File: config.mk
export PLATFORM = sky130hd
export DESIGN_NAME = rgb_fade_brightness_driver
export DESIGN_NICKNAME = d
export VERILOG_FILES = /design/src/hdl/rfb_pkg.sv /design/src/hdl/rfb_lane.sv /design/src/hdl/rgb_fade_brightness_driver.sv
export VERILOG_INCLUDE_DIRS = /design/src /design/src/hdl
export SDC_FILE = /design/constraint.sdc
export NUM_CORES = 1
export LEC_CHECK = 0
export ABC_AREA = 1
export BUFFER_PORTS_ARGS = -buffer_cell sky130_fd_sc_hd__buf_2
export CELL_PAD_IN_SITES_DETAIL_PLACEMENT = 0
export CELL_PAD_IN_SITES_GLOBAL_PLACEMENT = 1
export CORE_ASPECT_RATIO = 0.7
export CORE_MARGIN = 2
export CORE_UTILIZATION = 51
export DETAILED_ROUTE_END_ITERATION = 6
export HOLD_SLACK_MARGIN = 0.12
export PLACE_DENSITY_LB_ADDON = 0.1
export SLEW_MARGIN = 20
export SYNTH_ARGS = -nofsm -noshare
export SYNTH_HDL_FRONTEND = slang
export SYNTH_SLANG_ARGS = --single-unit
File: constraint.sdc
create_clock -name clk -period 8.1 [get_ports clk]
set_clock_uncertainty 0.15 [all_clocks]
set_input_delay 0.81 -clock clk [delete_from_list [all_inputs] [get_ports clk]]
set_output_delay 0.81 -clock clk [all_outputs]
set_load 0.02 [all_outputs]
File: src/hdl/assert_macros.svh
// ----------------------------------------------------------------------------
// Assertion macros
// Short forms for the clocked checks used in the RTL; each expects clk and
// rst_n in scope.
// ----------------------------------------------------------------------------
`ifndef ASSERT_MACROS_SVH
`define ASSERT_MACROS_SVH

// cond must hold at every clock edge out of reset
`define CHK_ALWAYS(label, cond, msg) \
    label: assert property (@(posedge clk) disable iff (!rst_n) (cond)) \
        else $error(msg);

// cons must hold in the same cycle as ante
`define CHK_IMPL(label, ante, cons, msg) \
    label: assert property (@(posedge clk) disable iff (!rst_n) (ante) |-> (cons)) \
        else $error(msg);

`endif

File: src/hdl/rfb_pkg.sv
// ----------------------------------------------------------------------------
// RGB fade brightness driver package
// Word types, opcodes, lane commands and brightness constants.
// ----------------------------------------------------------------------------
package rfb_pkg;

    localparam int CH_W = 8;
    localparam int CNT_W = $clog2(CH_W);
    localparam int NUM_CH = 3;

    localparam logic [CH_W-1:0] BRIGHT_RESET = CH_W'(127);
    localparam logic [CH_W-1:0] BRIGHT_STEP = CH_W'(8);
    localparam logic [CH_W-1:0] BRIGHT_TOP = CH_W'(247);
    localparam logic [CH_W-1:0] BRIGHT_FROM_ZERO = CH_W'(7);

    typedef enum logic [2:0] {
        OP_TICK     = 3'd0,
        OP_FADE     = 3'd1,
        OP_JUMP     = 3'd2,
        OP_BRIGHTER = 3'd3,
        OP_DIMMER   = 3'd4,
        OP_LEVEL    = 3'd5
    } op_t;

    typedef enum logic [1:0] {
        LANE_HOLD = 2'd0,
        LANE_LOAD = 2'd1,
        LANE_MUL  = 2'd2,
        LANE_DIV  = 2'd3
    } lane_cmd_t;

    typedef struct packed {
        logic [2:0]      opcode;
        logic [CH_W-1:0] red_in;
        logic [CH_W-1:0] green_in;
        logic [CH_W-1:0] blue_in;
        logic [CH_W-1:0] level_in;
    } cmd_word_t;

    typedef struct packed {
        logic [CH_W-1:0] red_drive;
        logic [CH_W-1:0] green_drive;
        logic [CH_W-1:0] blue_drive;
        logic [CH_W-1:0] red_now;
        logic [CH_W-1:0] green_now;
        logic [CH_W-1:0] blue_now;
        logic            fade_last;
    } led_word_t;

endpackage

File: src/hdl/rfb_lane.sv
// ----------------------------------------------------------------------------
// RGB fade brightness driver: arithmetic lane
// Bit-serial shift-add multiplier and restoring divider sharing one
// product/remainder shift register, plus a divide-by-255 of the product.
// ----------------------------------------------------------------------------
module rfb_lane (
    input  logic                     clk,
    input  rfb_pkg::lane_cmd_t       cmd,
    input  logic [rfb_pkg::CH_W-1:0] mcand,
    input  logic [rfb_pkg::CH_W-1:0] mplier,
    input  logic [rfb_pkg::CH_W-1:0] divisor,
    output logic [rfb_pkg::CH_W-1:0] quot,
    output logic                     rem_nz,
    output logic [rfb_pkg::CH_W-1:0] scaled
);
    import rfb_pkg::*;

    logic [2*CH_W-1:0] prod_reg;
    logic [2*CH_W-1:0] prod_next;
    logic [CH_W-1:0]   mcand_reg;
    logic [CH_W-1:0]   mcand_next;
    logic [CH_W:0]     mul_sum;
    logic [CH_W:0]     div_trial;
    logic [CH_W:0]     div_diff;
    logic              div_ge;
    logic [CH_W-1:0]   div_rem;
    logic [2*CH_W:0]   scale_sum;

    // one multiplier bit per cycle: add into the high half, shift right
    assign mul_sum = {1'b0, prod_reg[2*CH_W-1:CH_W]}
                   + (prod_reg[0] ? {1'b0, mcand_reg} : '0);

    // one quotient bit per cycle: shift in the next dividend bit, trial subtract
    assign div_trial = {prod_reg[2*CH_W-1:CH_W], prod_reg[CH_W-1]};
    assign div_diff  = div_trial - {1'b0, divisor};
    assign div_ge    = (div_trial >= {1'b0, divisor});
    assign div_rem   = div_ge ? div_diff[CH_W-1:0] : div_trial[CH_W-1:0];

    // floor(p / 255) as (p + (p >> 8) + 1) >> 8, exact over the product range
    assign scale_sum = {1'b0, prod_reg} + (2*CH_W+1)'(prod_reg[2*CH_W-1:CH_W])
                     + (2*CH_W+1)'(1);

    assign quot   = prod_reg[CH_W-1:0];
    assign rem_nz = (prod_reg[2*CH_W-1:CH_W] != '0);
    assign scaled = scale_sum[2*CH_W-1:CH_W];

    always_comb
    begin
        prod_next  = prod_reg;
        mcand_next = mcand_reg;
        case (cmd)
            LANE_HOLD:
            begin
                prod_next = prod_reg;
            end
            LANE_LOAD:
            begin
                mcand_next = mcand;
                prod_next  = {{CH_W{1'b0}}, mplier};
            end
            LANE_MUL:
            begin
                prod_next = {mul_sum, prod_reg[CH_W-1:1]};
            end
            LANE_DIV:
            begin
                prod_next = {div_rem, prod_reg[CH_W-2:0], div_ge};
            end
            default:
            begin
                prod_next = prod_reg;
            end
        endcase
    end

    always_ff @(posedge clk)
    begin
        prod_reg  <= prod_next;
        mcand_reg <= mcand_next;
    end

endmodule

File: src/hdl/rgb_fade_brightness_driver.sv
// ----------------------------------------------------------------------------
// RGB fade brightness driver
// Holds the LED color, fade state and brightness; steps linear fades and
// returns scaled drive values through three bit-serial arithmetic lanes.
// ----------------------------------------------------------------------------
//  channel | direction | handshake              | word
//  cmd     | in        | cmd_valid / cmd_stall  | cmd_word (opcode, color, level)
//  led     | out       | led_valid / led_stall  | led_word (drive, now, fade_last)
//
//  Mid-fade tick: fade load, 8 multiply and 8 divide steps, fix-up, scale load,
//  8 brightness multiply steps, then emit loads the one-word output register.
//  Jump, brighter, dimmer and the final fade tick: scale load, 8 brightness
//  multiply steps, emit. Words with no result are taken while staying idle.
//  cmd_stall is high until the result sits in the one-word output register.
//  Reset: colors black, no fade, brightness 127.
// ----------------------------------------------------------------------------
`include "assert_macros.svh"

module rgb_fade_brightness_driver (
    input  logic               clk,
    input  logic               rst_n,
    input  logic               cmd_valid,
    output logic               cmd_stall,
    input  rfb_pkg::cmd_word_t cmd_word,
    output logic               led_valid,
    input  logic               led_stall,
    output rfb_pkg::led_word_t led_word
);
    import rfb_pkg::*;

    typedef enum logic [7:0] {
        ST_IDLE       = 8'b0000_0001,
        ST_FADE_LOAD  = 8'b0000_0010,
        ST_FADE_MUL   = 8'b0000_0100,
        ST_FADE_DIV   = 8'b0000_1000,
        ST_FADE_FIX   = 8'b0001_0000,
        ST_SCALE_LOAD = 8'b0010_0000,
        ST_SCALE_MUL  = 8'b0100_0000,
        ST_EMIT       = 8'b1000_0000
    } state_t;

    state_t           state_reg, state_next;
    logic [CNT_W-1:0] cnt_reg, cnt_next;
    logic [CH_W-1:0]  cur_reg [NUM_CH];
    logic [CH_W-1:0]  cur_next [NUM_CH];
    logic [CH_W-1:0]  start_reg [NUM_CH];
    logic [CH_W-1:0]  start_next [NUM_CH];
    logic [CH_W-1:0]  tgt_reg [NUM_CH];
    logic [CH_W-1:0]  tgt_next [NUM_CH];
    logic [CH_W-1:0]  dmag_reg [NUM_CH];
    logic [CH_W-1:0]  dmag_next [NUM_CH];
    logic             dneg_reg [NUM_CH];
    logic             dneg_next [NUM_CH];
    logic [CH_W-1:0]  len_reg, len_next;
    logic [CH_W-1:0]  step_reg, step_next;
    logic             fading_reg, fading_next;
    logic [CH_W-1:0]  bright_reg, bright_next;
    logic             last_reg, last_next;
    logic             out_valid_reg, out_valid_next;
    led_word_t        led_word_reg;
    logic             out_load;

    logic [CH_W-1:0]  new_col [NUM_CH];
    logic [CH_W:0]    col_diff [NUM_CH];
    logic [CH_W:0]    col_diff_neg [NUM_CH];
    logic [CH_W-1:0]  new_mag [NUM_CH];
    logic [CH_W-1:0]  new_len;
    logic [CH_W:0]    step_inc;
    logic             cnt_done;
    logic             quot_ok;
    logic             in_emit;

    lane_cmd_t        lane_cmd;
    logic [CH_W-1:0]  lane_a [NUM_CH];
    logic [CH_W-1:0]  lane_b;
    logic [CH_W-1:0]  lane_quot [NUM_CH];
    logic             lane_rem_nz [NUM_CH];
    logic [CH_W-1:0]  lane_scaled [NUM_CH];

    assign new_col[0] = cmd_word.red_in;
    assign new_col[1] = cmd_word.green_in;
    assign new_col[2] = cmd_word.blue_in;

    assign step_inc = {1'b0, step_reg} + (CH_W+1)'(1);
    assign cnt_done = (cnt_reg == CNT_W'(CH_W-1));

    // signed distance to the new target, kept as sign and magnitude
    always_comb
    begin
        for (int c = 0; c < NUM_CH; c++)
        begin
            col_diff[c]     = {1'b0, new_col[c]} - {1'b0, cur_reg[c]};
            col_diff_neg[c] = ~col_diff[c] + (CH_W+1)'(1);
            new_mag[c]      = col_diff[c][CH_W] ? col_diff_neg[c][CH_W-1:0]
                                                : col_diff[c][CH_W-1:0];
        end
        new_len = new_mag[0];
        if (new_mag[1] > new_len)
        begin
            new_len = new_mag[1];
        end
        if (new_mag[2] > new_len)
        begin
            new_len = new_mag[2];
        end
    end

    always_comb
    begin
        for (int c = 0; c < NUM_CH; c++)
        begin
            lane_a[c] = (state_reg == ST_FADE_LOAD) ? dmag_reg[c] : cur_reg[c];
        end
        lane_b = (state_reg == ST_FADE_LOAD) ? step_reg : bright_reg;
    end

    always_comb
    begin
        state_next     = state_reg;
        cnt_next       = cnt_reg;
        cur_next       = cur_reg;
        start_next     = start_reg;
        tgt_next       = tgt_reg;
        dmag_next      = dmag_reg;
        dneg_next      = dneg_reg;
        len_next       = len_reg;
        step_next      = step_reg;
        fading_next    = fading_reg;
        bright_next    = bright_reg;
        last_next      = last_reg;
        out_valid_next = out_valid_reg;
        out_load       = 1'b0;
        lane_cmd       = LANE_HOLD;

        if (out_valid_reg && !led_stall)
        begin
            out_valid_next = 1'b0;
        end

        case (state_reg)
            ST_IDLE:
            begin
                if (cmd_valid)
                begin
                    case (cmd_word.opcode)
                        OP_TICK:
                        begin
                            if (fading_reg)
                            begin
                                if (step_inc >= {1'b0, len_reg})
                                begin
                                    cur_next    = tgt_reg;
                                    fading_next = 1'b0;
                                    step_next   = len_reg;
                                    last_next   = 1'b1;
                                    state_next  = ST_SCALE_LOAD;
                                end
                                else
                                begin
                                    step_next  = step_inc[CH_W-1:0];
                                    last_next  = 1'b0;
                                    state_next = ST_FADE_LOAD;
                                end
                            end
                        end
                        OP_FADE:
                        begin
                            for (int c = 0; c < NUM_CH; c++)
                            begin
                                tgt_next[c]   = new_col[c];
                                start_next[c] = cur_reg[c];
                                dmag_next[c]  = new_mag[c];
                                dneg_next[c]  = col_diff[c][CH_W];
                            end
                            len_next    = new_len;
                            step_next   = '0;
                            fading_next = 1'b1;
                        end
                        OP_JUMP:
                        begin
                            tgt_next    = new_col;
                            cur_next    = new_col;
                            fading_next = 1'b0;
                            last_next   = 1'b1;
                            state_next  = ST_SCALE_LOAD;
                        end
                        OP_BRIGHTER:
                        begin
                            last_next = 1'b0;
                            if (bright_reg == '0)
                            begin
                                bright_next = BRIGHT_FROM_ZERO;
                                state_next  = ST_SCALE_LOAD;
                            end
                            else if (bright_reg <= BRIGHT_TOP)
                            begin
                                bright_next = bright_reg + BRIGHT_STEP;
                                state_next  = ST_SCALE_LOAD;
                            end
                        end
                        OP_DIMMER:
                        begin
                            last_next = 1'b0;
                            if (bright_reg >= BRIGHT_STEP)
                            begin
                                bright_next = bright_reg - BRIGHT_STEP;
                                state_next  = ST_SCALE_LOAD;
                            end
                            else if (bright_reg != '0)
                            begin
                                bright_next = '0;
                                state_next  = ST_SCALE_LOAD;
                            end
                        end
                        OP_LEVEL:
                        begin
                            bright_next = cmd_word.level_in;
                        end
                        default:
                        begin
                            // unused opcodes: drop the word
                            state_next = ST_IDLE;
                        end
                    endcase
                end
            end
            ST_FADE_LOAD:
            begin
                lane_cmd   = LANE_LOAD;
                cnt_next   = '0;
                state_next = ST_FADE_MUL;
            end
            ST_FADE_MUL:
            begin
                lane_cmd = LANE_MUL;
                cnt_next = cnt_reg + CNT_W'(1);
                if (cnt_done)
                begin
                    cnt_next   = '0;
                    state_next = ST_FADE_DIV;
                end
            end
            ST_FADE_DIV:
            begin
                lane_cmd = LANE_DIV;
                cnt_next = cnt_reg + CNT_W'(1);
                if (cnt_done)
                begin
                    cnt_next   = '0;
                    state_next = ST_FADE_FIX;
                end
            end
            ST_FADE_FIX:
            begin
                // negative delta: floor of a negative ratio rounds the magnitude up
                for (int c = 0; c < NUM_CH; c++)
                begin
                    if (dneg_reg[c])
                    begin
                        cur_next[c] = start_reg[c] - lane_quot[c]
                                    - CH_W'(lane_rem_nz[c]);
                    end
                    else
                    begin
                        cur_next[c] = start_reg[c] + lane_quot[c];
                    end
                end
                state_next = ST_SCALE_LOAD;
            end
            ST_SCALE_LOAD:
            begin
                lane_cmd   = LANE_LOAD;
                cnt_next   = '0;
                state_next = ST_SCALE_MUL;
            end
            ST_SCALE_MUL:
            begin
                lane_cmd = LANE_MUL;
                cnt_next = cnt_reg + CNT_W'(1);
                if (cnt_done)
                begin
                    cnt_next   = '0;
                    state_next = ST_EMIT;
                end
            end
            ST_EMIT:
            begin
                // hold until the output register is free
                if (!out_valid_reg || !led_stall)
                begin
                    out_load       = 1'b1;
                    out_valid_next = 1'b1;
                    state_next     = ST_IDLE;
                end
            end
            default:
            begin
                state_next = ST_IDLE;
            end
        endcase
    end

    for (genvar g = 0; g < NUM_CH; g++)
    begin : g_lane
        rfb_lane u_lane (
            .clk     (clk),
            .cmd     (lane_cmd),
            .mcand   (lane_a[g]),
            .mplier  (lane_b),
            .divisor (len_reg),
            .quot    (lane_quot[g]),
            .rem_nz  (lane_rem_nz[g]),
            .scaled  (lane_scaled[g])
        );
    end

    always_ff @(posedge clk or negedge rst_n)
    begin
        if (!rst_n)
        begin
            state_reg     <= ST_IDLE;
            cnt_reg       <= '0;
            len_reg       <= '0;
            step_reg      <= '0;
            fading_reg    <= 1'b0;
            bright_reg    <= BRIGHT_RESET;
            last_reg      <= 1'b0;
            out_valid_reg <= 1'b0;
            for (int c = 0; c < NUM_CH; c++)
            begin
                cur_reg[c]   <= '0;
                start_reg[c] <= '0;
                tgt_reg[c]   <= '0;
                dmag_reg[c]  <= '0;
                dneg_reg[c]  <= 1'b0;
            end
        end
        else
        begin
            state_reg     <= state_next;
            cnt_reg       <= cnt_next;
            len_reg       <= len_next;
            step_reg      <= step_next;
            fading_reg    <= fading_next;
            bright_reg    <= bright_next;
            last_reg      <= last_next;
            out_valid_reg <= out_valid_next;
            cur_reg       <= cur_next;
            start_reg     <= start_next;
            tgt_reg       <= tgt_next;
            dmag_reg      <= dmag_next;
            dneg_reg      <= dneg_next;
        end
    end

    always_ff @(posedge clk)
    begin
        if (out_load)
        begin
            led_word_reg.red_drive   <= lane_scaled[0];
            led_word_reg.green_drive <= lane_scaled[1];
            led_word_reg.blue_drive  <= lane_scaled[2];
            led_word_reg.red_now     <= cur_reg[0];
            led_word_reg.green_now   <= cur_reg[1];
            led_word_reg.blue_now    <= cur_reg[2];
            led_word_reg.fade_last   <= last_reg;
        end
    end

    assign cmd_stall = (state_reg != ST_IDLE);
    assign led_valid = out_valid_reg;
    assign led_word  = led_word_reg;

    assign quot_ok = (lane_quot[0] <= dmag_reg[0]) && (lane_quot[1] <= dmag_reg[1])
                  && (lane_quot[2] <= dmag_reg[2]);
    assign in_emit = (state_reg == ST_EMIT);

    `CHK_ALWAYS(a_step_in_range, step_reg <= len_reg, "fade step beyond fade length")
    `CHK_IMPL(a_quot_bounded, state_reg == ST_FADE_FIX, quot_ok, "fade quotient exceeds delta")
    `CHK_IMPL(a_emit_source, $rose(led_valid), $past(in_emit), "result loaded outside emit")

endmodule

* Word-level counts from Yosys, hierarchy flattened *
Cells that the tools add are included.

storage, ports and cells
  flip-flop bits (word level) = 258
  input bits = 39
  output and inout port bits = 51
  logic and storage cells = 202

operators by class
  $add $sub $neg = 31
  $lt $le $gt $ge = 8
  eq/ne operators = 32
  muxes and demuxes = 61
  bitwise operators = 3
  reduce and logical (&&, ||, !) cells = 31

operator list
  operator                                                         count
  8-bit 2-to-1 mux                                                 34
  16-bit case mux with 3 select lines                              3
  24-bit case mux with 2 select lines                              2
  24-bit 2-to-1 mux                                                3
  8-bit case mux with 8 select lines                               1
  16-bit by 1-bit adder with 16-bit output, second input constant  3
  16-bit by 8-bit adder with 16-bit output                         3
  8-bit subtractor                                                 6
  8-bit case mux with 5 select lines                               1
  9-bit by 8-bit >= comparator with 1-bit output                   4
  8-bit nonzero test                                               4
  8-bit by 8-bit adder with 9-bit output                           3
  8-bit by 8-bit subtractor with 9-bit output                      3
  8-bit by 1-bit adder with 8-bit output, second input constant    3
  8-bit adder                                                      3
  8-bit inverter                                                   3
  8-bit case mux with 3 select lines                               1
  8-bit by 1-bit subtractor with 8-bit output                      3
  8-bit > comparator                                               2
  8-bit case mux with 2 select lines                               1
  2-bit != test, second input constant                             6
  3-bit != test, second input constant                             4
  5-bit AND reduction                                              2
  2-bit OR reduction                                               5
  41 further kinds                                                 63

* Longest topological paths before layout *
  word-level depth = 8
  depth in mapped cells = 36
  depth with buffers taken out = 35

* Modules after synthesis *
A second synthesis with hierarchy kept.

unflattened totals
  cells, all modules = 2,700
  area, all modules = 20,169.3 µm²

modules (own cells, without submodules)
  module                           times used  cells an instance  area each (µm²)  seq. area each (µm²)
  rgb_fade_brightness_driver       1           1,603              12,649.6         4,909.7
  rfb_lane (g_lane[0].u_lane ...)  2           366                2,503.7          720.7
  rfb_lane (g_lane[2].u_lane)      1           365                2,512.4          720.7

* Least setup slack after synthesis *
OpenSTA, ideal clock, no wires.

  kind = input to register
  start = in cmd_word[24] (netlist name)
  end = reg len_reg[5]
  setup time = 0.066 ns
  arrival time = 5.025 ns
  data required time = 7.884 ns
  slack = 2.860 ns
  cell stages on the path = 33
  buffers on the path = 1
  cell sequence = inv_1 > ha_1 > fa_1 > or2_2 > nand2_1 > nor3_1 > nand3_1 > nor2_1 > nand2_1 > nand2_1 > or2_2 > nand2_1 > inv_1 > ha_1 > nand2_1 > nor2_1 > nand4_2 > nand2_2 > nand2_1 > and2_1 > ha_1 > inv_1 > nor2_1 > o211ai_1 > a21oi_1 > nor4_1 > a31oi_1 > inv_1 > buf_1 > o21ai_0 > inv_1 > nand2_1 > nand2_1

between the ends
  longest elaborated chain between the ends = 8

RTL lines
  what                                             RTL line                           source
  from (decl)                                      rgb_fade_brightness_driver.sv:24   input rfb_pkg::cmd_word_t cmd_word,
  8-bit by 8-bit subtractor with 9-bit output (*)  rgb_fade_brightness_driver.sv:92   col_diff[c] = {1'b0, new_col[c]} - {1'b0, cur_reg[c]};
  8-bit inverter                                   rgb_fade_brightness_driver.sv:93   col_diff_neg[c] = ~col_diff[c] + (CH_W+1)'(1);
  8-bit by 1-bit adder with 8-bit output           rgb_fade_brightness_driver.sv:93
  8-bit 2-to-1 mux (*)                             rgb_fade_brightness_driver.sv:94   new_mag[c] = col_diff[c][CH_W] ? col_diff_neg[c][CH_W-1:0]
  8-bit > comparator                               rgb_fade_brightness_driver.sv:98   if (new_mag[1] > new_len)
  8-bit 2-to-1 mux (*)                             rgb_fade_brightness_driver.sv:98
  8-bit > comparator                               rgb_fade_brightness_driver.sv:102  if (new_mag[2] > new_len)
  8-bit 2-to-1 mux (*)                             rgb_fade_brightness_driver.sv:102
  to (signal assigned)                             rgb_fade_brightness_driver.sv:342  len_reg <= len_next;
  to (decl)                                        rgb_fade_brightness_driver.sv:54   logic [CH_W-1:0] len_reg, len_next;

Every way passes the cells marked *; elsewhere a longest branch is shown, timed or not.
A chain may end at the register's enable or synchronous reset.

* Final worst setup path *
  start = reg cur_reg[16] (netlist name)
  end = reg len_reg[7]

between the ends
  longest elaborated chain between the ends = 8

RTL lines
  what                                             RTL line                           source
  from (decl)                                      rgb_fade_brightness_driver.sv:44   logic [CH_W-1:0] cur_reg [NUM_CH];
  from (signal assigned)                           rgb_fade_brightness_driver.sv:348  cur_reg <= cur_next;
  8-bit by 8-bit subtractor with 9-bit output (*)  rgb_fade_brightness_driver.sv:92
  8-bit inverter                                   rgb_fade_brightness_driver.sv:93
  8-bit by 1-bit adder with 8-bit output           rgb_fade_brightness_driver.sv:93
  8-bit 2-to-1 mux (*)                             rgb_fade_brightness_driver.sv:94
  8-bit > comparator                               rgb_fade_brightness_driver.sv:98
  8-bit 2-to-1 mux (*)                             rgb_fade_brightness_driver.sv:98
  8-bit > comparator                               rgb_fade_brightness_driver.sv:102
  8-bit 2-to-1 mux (*)                             rgb_fade_brightness_driver.sv:102

Marks and branches as above.

==> flow_metrics.tcl <==
set metrics [dict create \
    rows 58 \
    switching_share_pct 48.6 \
    synthCells 2276 \
    slew_headroom_pct 35.0 \
    ff2ff_setup_slack_ns 2.60 \
    core_um2 35600 \
    outcome "finished clean" \
    internal_power_uw 4570 \
    cts_root_buf "clkbuf_16" \
    ys_types 58 \
    ys_ff_latch 258 \
    cts_max_path_buffers 3 \
    post_cts_resized 0 \
    ys_warn_count 0 \
    dr.pass1.iters 6 \
    largest_reg_flops 49 \
    synth-main-ff-cell "dfrtp_1" \
    cap_violations 0 \
    slowest_stage "dfrtp_1" \
    drt_iter0_drc 1305 \
    whs_ns 0.178 \
    slowest_delay_ns 0.43 \
    post-route-period-util_pct 67.9 \
    synth_fp_nets 2514 \
    yosysTopAreaCellShare_pct 19.8 \
    setup_viol 0 \
    critPathRequiredTime_ns 8.45 \
    clock_sinks 258 \
    avgSynthCellArea_um2 8.04 \
    p_clk_share_pct 15.9 \
    antenna_found_initial 0 \
    synthArstFlopShare_pct 53.1 \
    peakVddDrop_uv 348 \
    drive_gt1_share_pct 8.32 \
    synthTopCellsByArea "edfxtp_1, dfrtp_1, ha_1" \
    fin_nets 2583 \
    routedWlPerCell_um 18.1 \
    worst_pin_slew_ns 0.975 \
    netSwitchingPower_uw 4330 \
    critPathTopFamily "simple AND/OR/NAND/NOR gates" \
    p_leak_uw 0.00996 \
    htree_levels 1 \
    start_util_pct 51.4 \
    yosys.area.top_type "edfxtp_1" \
    r2r-start "cur_reg[16]$_DFFE_PN0P_" \
    dieHeight_um 163 \
    endpoint_kind "flip-flop" \
    fin_tns_setup_ns 0 \
    critPathKind "flip-flop to flip-flop" \
    place.detailed.hpwl_mm 38.1 \
    gr-usage-all-layers_pct 27.7 \
    overflow 0 \
    vias_per_cell 5.52 \
    cp.buffers_inverters 4 \
    grt_max_degree 86 \
    synth-edff-count 121 \
    clk_latency_ns 0.56 \
    crit_fanout 15 \
    remaining_drc_errors 0 \
    ant_nets 0 \
    cts_tree "yes" \
    cts_made_buffers 28 \
    grt_pass1_vias 14800 \
    antenna_cells 0 \
    fp.dieW_um 230 \
    hp-class "input pin to async pin" \
    post-route-min-period_ns 5.50 \
    drv_slew 0 \
    rsz0062_at_grt "false" \
    final_util_pct 56.7 \
    worst_setup_path_start_kind "flip-flop" \
    vias 15700 \
    synthToLayoutAreaGrowth_pct 10.3 \
    grt_first_pass_wirelength_mm 81.8 \
    synth_commonest_cells "nand2_1, inv_1, o21ai_0, ha_1, nor2_1" \
    place.port_buffers 89 \
    yosysMostFrequentCell "nand2_1" \
    finalWeightedCongestion 0.894 \
    io_pins 90 \
    fmax_mhz 182 \
    cts_hold_buf 0 \
    power.density_nw_per_um2 441 \
    dieArea_um2 37500 \
    p_seq_share_pct 25.3 \
    syn_area_um2 18300 \
    arrival_ns 5.84 \
    path_clk_slew_ns 0.06 \
    critPathMostFrequentCell "nand2_1" \
    yosysSeqAreaShare_pct 38.6 \
    wl_mm 51.5 \
    combinationalPowerShare_pct 58.7 \
    hold_violations 0 \
    startpoint "cur_reg[16]$_DFFE_PN0P_" \
    fillCellCount 3355 \
    postCtsSetupBuffers 0 \
]
[power by group through the flow]
stage	Sequential, µW	Clock [µW]	Combinational (µW)
6_report	2260	1420	5230
5_1_grt	2310	1480	5990
4_1_cts	2250	1430	5170
3_5_place_dp	2270	0	5130
3_3_place_gp	2260	0	5040
2_1_floorplan	2100	0	3970
[area by class of cell]
cell class | count | area [µm²] | share of cell area, %
inverter | 361 | 1360 | 6.72
timing repair buffer | 97 | 512 | 2.53
tap | 480 | 601 | 2.97
clock inverter | 11 | 184 | 0.911
sequential | 258 | 7070 | 35.0
multi-input combinational | 1599 | 9660 | 47.8
clock buffer | 41 | 811 | 4.01
[cell usage in the layout (no fill, tap or decap), types with 4 or more instances in the layout]
master	count
a211oi_1	5
a21o_1	6
a21oi_1	150
a22oi_1	17
a31oi_1	19
and2_1	11
buf_2	88
buf_4	8
bufinv_16	5
clkbuf_1	8
clkbuf_16	29
clkbuf_8	4
clkinv_2	5
dfrtp_1	129
dfstp_2	8
edfxtp_1	121
fa_1	18
ha_1	181
inv_1	349
inv_2	9
mux2_2	5
nand2_1	469
nand2_2	7
nand3_1	69
nand4_1	17
nor2_1	176
nor3_1	23
nor3_2	4
nor4_1	12
o211ai_1	15
o21ai_0	221
o21bai_1	5
o221ai_1	14
o22ai_1	15
o31ai_1	10
o32ai_1	8
or2_2	11
xnor2_1	28
xor2_1	48
[through the flow]
| step | total power (µW) | setup slack (ns) | cell area [µm²] | instances |
|---|---|---|---|---|
| CTS | 8850 | 2.66 | 20200 | 2847 |
| global route | 9780 | 2.09 | 20200 | 2847 |
| global placement | 7300 | 2.34 | 19200 | 2795 |
| detailed placement | 7400 | 2.18 | 19200 | 2795 |
| floorplan | 6070 | 2.86 | 18300 | 2276 |
| finish | 8900 | 2.60 | 20200 | 2847 |
[per-layer routing]
metal / vias to the layer above / GRT usage, % / part of all wire [%]
met5: - / 0 / 0
met4: 0 / 5.22 / 1.8
met3: 56 / 3.45 / 5.9
met2: 461 / 44.2 / 45
met1: 7435 / 40.9 / 48
li1: 7756 / - / -
[logic make-up after synthesis]
logic type / share of synthesized area [%]
AOI/OAI and AO/OA: 15.6
xor gates and xnor gates: 3.64
adders and majority gates: 14.3
buffers and inverters: 8.72
DFF: 38.6
muxes: 0.308
and+or+nand+nor: 18.8
[final timing paths]
check | end | cells past startpoint
max | len_reg[7]$_DFFE_PN0P_ | 31
min | start_reg[22]$_DFFE_PN0P_ | 1
max reg2reg | len_reg[7]$_DFFE_PN0P_ | 31
min reg2reg | led_word[15]$_DFFE_PP_ | 0
max in group asynchronous | dmag_reg[1]$_DFFE_PN0P_ | 2
min in group clk | led_word[15]$_DFFE_PP_ | 0
Power figures use the tool's default switching activity.
